[src/rtl/core/spf_pkg.sv]
// Shared types, constants and the CRC step function for the packet framer
package spf_pkg;

  // Header bytes and CRC polynomial
  localparam logic [7:0]  HDR_SYNC = 8'hFF;
  localparam logic [7:0]  HDR_MARK = 8'hFD;
  localparam logic [7:0]  HDR_RSVD = 8'h00;
  localparam logic [15:0] CRC_POLY = 16'h8005;

  // One queued body word with its framing marks
  typedef struct packed {
    logic [7:0]  body;
    logic [7:0]  id;
    logic [15:0] len;
    logic        first;
    logic        last;
  } spf_item_t;

  // Non-reflected CRC-16 over one byte, MSB first
  function automatic logic [15:0] crc_feed(input logic [15:0] crc, input logic [7:0] b);
    logic [15:0] c;
    c = crc ^ {b, 8'h00};
    for (int k = 0; k < 8; k++) begin
      c = c[15] ? ({c[14:0], 1'b0} ^ CRC_POLY) : {c[14:0], 1'b0};
    end
    return c;
  endfunction

endpackage

[src/rtl/core/spf_front.sv]
// Input side: takes body words and holds them in a short queue for the emitter
module spf_front #(
  parameter int DEPTH = 4
) (
  input  logic              clk,
  input  logic              rst,
  input  logic              in_valid,
  output logic              in_stall,
  input  logic [7:0]        body_byte,
  input  logic [7:0]        target_id,
  input  logic [15:0]       packet_length,
  input  logic              first_byte,
  input  logic              last_byte,
  input  logic              pop,
  output logic              head_valid,
  output spf_pkg::spf_item_t head
);
  import spf_pkg::*;

  localparam int PW = (DEPTH > 1) ? $clog2(DEPTH) : 1;
  localparam int CW = $clog2(DEPTH + 1);

  spf_item_t       mem [DEPTH];
  logic [PW-1:0]   wr_ptr;
  logic [PW-1:0]   rd_ptr;
  logic [CW-1:0]   count;
  logic            push;
  spf_item_t       item;

  // Pack the incoming word; the first mark selects header emission downstream
  always_comb begin
    item.body  = body_byte;
    item.id    = target_id;
    item.len   = packet_length;
    item.first = first_byte;
    item.last  = last_byte;
  end

  assign in_stall   = (count == CW'(DEPTH));
  assign push       = in_valid && !in_stall;
  assign head_valid = (count != '0);
  assign head       = mem[rd_ptr];

  // Queue storage
  always_ff @(posedge clk) begin
    if (push) begin
      mem[wr_ptr] <= item;
    end
  end

  // Pointers and fill count
  always_ff @(posedge clk) begin
    if (rst) begin
      wr_ptr <= '0;
      rd_ptr <= '0;
      count  <= '0;
    end else begin
      if (push) begin
        wr_ptr <= (wr_ptr == PW'(DEPTH - 1)) ? '0 : wr_ptr + 1'b1;
      end
      if (pop) begin
        rd_ptr <= (rd_ptr == PW'(DEPTH - 1)) ? '0 : rd_ptr + 1'b1;
      end
      if (push && !pop) begin
        count <= count + 1'b1;
      end else if (pop && !push) begin
        count <= count - 1'b1;
      end
    end
  end

endmodule

[src/rtl/core/spf_back.sv]
// Emitter: walks header, body and CRC bytes of the head word into the output register
module spf_back (
  input  logic               clk,
  input  logic               rst,
  input  logic               head_valid,
  input  spf_pkg::spf_item_t head,
  output logic               pop,
  output logic               out_valid,
  input  logic               out_stall,
  output logic [7:0]         out_byte,
  output logic               run_last,
  output logic               packet_end
);
  import spf_pkg::*;

  typedef enum logic [3:0] {
    PH_HDR0, PH_HDR1, PH_HDR2, PH_HDR3, PH_ID, PH_LEN_LO, PH_LEN_HI,
    PH_BODY, PH_CRC_LO, PH_CRC_HI
  } phase_t;

  phase_t      phase;
  phase_t      cur;
  phase_t      phase_next;
  logic        mid;
  logic [15:0] crc;
  logic [15:0] crc_next;
  logic [15:0] crc_base;
  logic [7:0]  byte_sel;
  logic        fin;
  logic        fire;

  // Current phase: carried on mid-word, else picked from the first mark
  always_comb begin
    cur = mid ? phase : (head.first ? PH_HDR0 : PH_BODY);
  end

  // Byte select and next phase
  always_comb begin
    byte_sel   = head.body;
    phase_next = PH_BODY;
    unique case (cur)
      PH_HDR0:   begin byte_sel = HDR_SYNC;        phase_next = PH_HDR1;   end
      PH_HDR1:   begin byte_sel = HDR_SYNC;        phase_next = PH_HDR2;   end
      PH_HDR2:   begin byte_sel = HDR_MARK;        phase_next = PH_HDR3;   end
      PH_HDR3:   begin byte_sel = HDR_RSVD;        phase_next = PH_ID;     end
      PH_ID:     begin byte_sel = head.id;         phase_next = PH_LEN_LO; end
      PH_LEN_LO: begin byte_sel = head.len[7:0];   phase_next = PH_LEN_HI; end
      PH_LEN_HI: begin byte_sel = head.len[15:8];  phase_next = PH_BODY;   end
      PH_BODY:   begin byte_sel = head.body;       phase_next = PH_CRC_LO; end
      PH_CRC_LO: begin byte_sel = crc[7:0];        phase_next = PH_CRC_HI; end
      PH_CRC_HI: begin byte_sel = crc[15:8];       phase_next = PH_BODY;   end
      default:   begin byte_sel = head.body;       phase_next = PH_BODY;   end
    endcase
  end

  // CRC update: restart on the header, hold over CRC low, clear after CRC high
  always_comb begin
    crc_base = (cur == PH_HDR0) ? '0 : crc;
    unique case (cur)
      PH_CRC_LO: crc_next = crc;
      PH_CRC_HI: crc_next = '0;
      default:   crc_next = crc_feed(crc_base, byte_sel);
    endcase
  end

  assign fin  = ((cur == PH_BODY) && !head.last) || (cur == PH_CRC_HI);
  assign fire = head_valid && (!out_valid || !out_stall);
  assign pop  = fire && fin;

  // Phase, CRC and output register
  always_ff @(posedge clk) begin
    if (rst) begin
      phase     <= PH_BODY;
      mid       <= 1'b0;
      crc       <= '0;
      out_valid <= 1'b0;
    end else begin
      if (fire) begin
        crc        <= crc_next;
        mid        <= !fin;
        phase      <= phase_next;
        out_valid  <= 1'b1;
        out_byte   <= byte_sel;
        run_last   <= fin;
        packet_end <= (cur == PH_CRC_HI);
      end else if (!out_stall) begin
        out_valid <= 1'b0;
      end
    end
  end

endmodule

[src/rtl/core/servo_packet_framer_crc16_unit.sv]
// Top level of the servo-bus packet framer with CRC-16
//
//  channel | handshake           | word
//  --------+---------------------+---------------------------------------------------
//  in      | in_valid / in_stall | body_byte, target_id, packet_length, first/last_byte
//  out     | out_valid/out_stall | out_byte, run_last, packet_end
//
// A first word is led by the header bytes, a last word followed by the two CRC
// bytes. The output register sets the rate, one byte per cycle while out_stall
// is low; a queue of QUEUE_DEPTH words lets input keep flowing during bursts.
// in_stall is high only while the queue is full. Reset clears the queue, the CRC
// and the output valid. Output stalls hold the byte and back up into the queue.
module servo_packet_framer_crc16_unit #(
  parameter int QUEUE_DEPTH = 4
) (
  input  logic        clk,
  input  logic        rst,
  input  logic        in_valid,
  output logic        in_stall,
  input  logic [7:0]  body_byte,
  input  logic [7:0]  target_id,
  input  logic [15:0] packet_length,
  input  logic        first_byte,
  input  logic        last_byte,
  output logic        out_valid,
  input  logic        out_stall,
  output logic [7:0]  out_byte,
  output logic        run_last,
  output logic        packet_end
);
  import spf_pkg::*;

  spf_item_t head;
  logic      head_valid;
  logic      pop;

  // Intake and queue
  spf_front #(
    .DEPTH (QUEUE_DEPTH)
  ) u_front (
    .clk           (clk),
    .rst           (rst),
    .in_valid      (in_valid),
    .in_stall      (in_stall),
    .body_byte     (body_byte),
    .target_id     (target_id),
    .packet_length (packet_length),
    .first_byte    (first_byte),
    .last_byte     (last_byte),
    .pop           (pop),
    .head_valid    (head_valid),
    .head          (head)
  );

  // Byte emitter and CRC
  spf_back u_back (
    .clk        (clk),
    .rst        (rst),
    .head_valid (head_valid),
    .head       (head),
    .pop        (pop),
    .out_valid  (out_valid),
    .out_stall  (out_stall),
    .out_byte   (out_byte),
    .run_last   (run_last),
    .packet_end (packet_end)
  );

endmodule

[config.mk]
export PLATFORM = sky130hd
export DESIGN_NAME = servo_packet_framer_crc16_unit
export DESIGN_NICKNAME = d
export VERILOG_FILES = /design/src/rtl/core/spf_pkg.sv /design/src/rtl/core/spf_front.sv /design/src/rtl/core/spf_back.sv /design/src/rtl/core/servo_packet_framer_crc16_unit.sv
export SDC_FILE = /design/constraint.sdc
export NUM_CORES = 1
export LEC_CHECK = 0
export BUFFER_PORTS_ARGS = -buffer_cell sky130_fd_sc_hd__buf_2
export CAP_MARGIN = 20
export CORE_ASPECT_RATIO = 0.9
export CORE_MARGIN = 2
export CORE_UTILIZATION = 54
export DETAILED_ROUTE_END_ITERATION = 12
export PLACE_DENSITY_LB_ADDON = 0.1
export SLEW_MARGIN = 10
export SYNTH_ARGS = -nofsm -noshare
export SYNTH_HDL_FRONTEND = slang
export SYNTH_HIERARCHICAL = 1
export SYNTH_SLANG_ARGS = --single-unit
export TNS_END_PERCENT = 10
[constraint.sdc]
create_clock -name clk -period 3.27 [get_ports clk]
set_input_delay 0 -clock clk [delete_from_list [all_inputs] [get_ports clk]]
set_output_delay 0 -clock clk [all_outputs]
set_load 0.05 [all_outputs]
==> metrics.md <==
| Metric | Value |
|---|---|
| Area delta synth->final | 26.5% |
| Number of global-route vias before repair | 4,650 |
| First-pass GRT wire length | about 25 mm |
| Crit share post-route | 100% |
| Synth Net Count | 526 |
| Synth Register Bits | 177 |
| Post-synth cell types | 66 |
| Clock transition at path regs | approximately 70 ps |
| Clk_lat worst skew | 430 ps |
| Top cell type by total area after synthesis | edfxtp_1 |
| Dpl ws | -93.4 ps |
| H-tree Lvls | 4 |
| # setup viols final | 1 |
| First drt pass iteration count | 5 |
| Min Clock Period, post-route | 3280 ps |
| Most frequent cells in the layout | 146 x edfxtp_1, 62 x buf_4, 49 x buf_2 |
| Routed wire length | approximately 16 mm |
| Max VDD drop | 0.000556 V |
| Unrepaired setup endpoints after global routing | yes |
| Num ports | 50 |
| Initial DRC count | 412 |
| Core area | 13,900 um2 |
| Failing checks | negative setup slack |
| Post-synthesis cell count | 481 |
| Post-route DRC | 0 |
| Row count | 41 |
| Full die area | 15,100 um2 |
| CTS sink count | 177 |
| Grt ovf | 0 |
| Crit-path cells | buf_12 > buf_4 > mux4_2 > mux2i_2 > nor2_1 > a221o_1 > o22a_1 > xor2_2 > xnor2_2 > xnor3_2 > xnor2_1 > a22o_1 |
| Max stage delay on crit path | roughly 510 ps |
| Share of cells above drive strength 1 | 33.4% |
| Slew of the pin with the lowest slew margin | 935 ps |
| Crit-path max FO | 6 |
| Wire per inst | 19.5 um |
| # diodes | 0 |
| Placed Cells | 756 |
| CP Data Arrival Time | 3600 ps |
| Pin count of the biggest net entering global routing | 35 |
| Die H | 117 um |
| Number of synthesized flops with an enable pin | 146 |
| Max-Cap Viols | 0 |
| DR vias/cell | 5.53 |
| Async set-or-reset flop fraction in the synthesized netlist | 0% |
| Final clock skew | roughly 12 ps |
| Synth Warn # | 6 |
| CTS tree | built |
| Layout Cells excl Fill | 837 |
| PwrDens | approximately 900 nW/um2 |
| Hold_sp | rst |
| Leak Pwr | 0.00351 uW |
| Nature of the critical path startpoint | flip-flop |
| CP Capture Type | flip-flop |
| Hold_ws | 93.9 ps |
| Die W | roughly 130 um |
| DP HPWL | 10.9 mm |
| Area share of the largest cell type after synthesis | 57.4% |
| Status | finished, violations left |
| GRT Overall Usage | 22.9% |
| Kind of critical path | reg -> reg |
| Fin nets | between 600 and 700 |
| ANT nets after route | 0 |
| Final worst setup slack | -6.18 ps |
| Routability cong. | 0.941 |
| Syn Area/Cell | ~16 um2 |
| Hold Fails Final Rpt | 0 |
| Dominant cells by area after synthesis | edfxtp_1 57%, mux4_2 10%, dfxtp_1 8.1% |
| Synth Cell Area | 7640 um2 |
| Slew HR | 37.4% |
| CTS max path bufs | 2 |
| Top FF cell, synth | edfxtp_1 |
| Num CTS Buffers | 17 |
| Design Power | slightly below 9000 uW |
| Number of port buffers | 49 |
| Final Slew Violations | 0 |
| Most common cell after layout, fill and taps aside | edfxtp_1 |
| Worst min path class | in -> reg |
| Register area share after synthesis | 65.5% |
| Root Buffer | clkbuf_16 |
| Via count | 4,625 |
| WP data required | between 3000 and 4000 ps |
| Reg2reg setup slack | -6 ps |
| Initial Util | 54.9% |
| Achievable Freq | 305 MHz |
| Initial antenna violation count | 0 |
| Slowest stage cell, crit path | mux4_2 |
==> path summary, 6_finish.rpt <==
kind	to	depth (start not counted)
min reg2reg	u_back/crc[3]	2
max reg2reg	u_back/crc[15]	12
max	u_back/crc[15]	12
min	u_front/count[1]	2
==> state kept, by name (all words and copies together), names as in the netlist, named ones only <==
register / cells
u_front/rd_ptr: 2
u_front/count: 3
u_back/run_last: 1
u_back/out_byte: 8
u_back/mid: 1
u_back/out_valid: 1
u_back/packet_end: 1
u_back/crc: 16
u_back/phase: 4
u_front/mem: 136
u_front/wr_ptr: 2
==> worst max-delay path: cells and delay by family, from the launching register on <==
family / cells / cell delay, ps
flip-flops: 1 / 410
buffers and inverters: 2 / 250
multiplexers: 2 / 700
XOR/XNOR: 4 / 990
AO/OA/AOI/OAI: 3 / 760
AND/OR/NAND/NOR: 1 / 60
==> per-layer routing <==
layer	up-vias	GRT usage [%]	wire length [um]
li1	2161	-	-
met1	2312	32.8	7280
met2	136	35.9	7840
met3	16	5.14	921
met4	0	6.81	241
met5	-	0	0
==> cell families (layout without fill, tap and decap cells) <==
family,after synthesis,in the layout,synth area share [%]
and+or+nand+nor,109,109,7.14
AOI/OAI and AO/OA,69,69,6.88
adders and majority gates,7,7,1.25
buffers and inverters,39,202,3.18
muxes,52,52,12.4
xor gates and xnor gates,28,28,3.60
DFF,177,177,65.5
==> report_power, final <==
part | switching [uW] | internal, uW
registers | 214 | 2820
logic | 1830 | 1800
clock network | 859 | 1220
==> what timing repair did <==
item,in CTS,in global routing
cloned,0,1
hold endpoints to repair,139,0
buffers inserted,0,12
endpoints found under the setup margin,1,6
hold buffers,36,0
gates resized for setup,7,20
pin swaps,4,10
==> cells in the mapped netlist (3+ instances only) <==
library cell and number:
edfxtp_1 146, nor2_1 43, mux4_2 34, dfxtp_1 31
nand2_1 26, a21oi_1 19, mux2i_1 17, xnor2_1 17
inv_1 10, xor2_1 9, buf_2 8, buf_6 8
o22ai_1 8, a22oi_1 7, clkbuf_1 7, ha_1 6
nor3_1 6, nand3_1 5, and3_1 4, nand2b_1 4
o21ai_0 4, or3_1 4, o22a_1 3, o31a_1 3
==> stage by stage <==
step	setup TNS [ps]	instance area, um2	util [%]
6_report	-6.18	9660	69.5
2_1_floorplan	0	7640	-
3_3_place_gp	-30.9	8440	60.7
3_5_place_dp	-93.4	8440	60.7
5_1_grt	-200	9660	69.5
4_1_cts	0	9460	68.0
==> final cells by class <==
type | instances | area (um2)
Clock inverter | 14 | 179
Tap cell | 193 | 241
Fill cell | 936 | 4240
Clock buffer | 18 | 429
Timing Repair Buffer | 156 | 1240
Sequential cell | 177 | 5010
Multi-Input combinational cell | 265 | 2490
Inverter | 14 | 71.3
No activity file was read; power rests on OpenSTA's default activity.
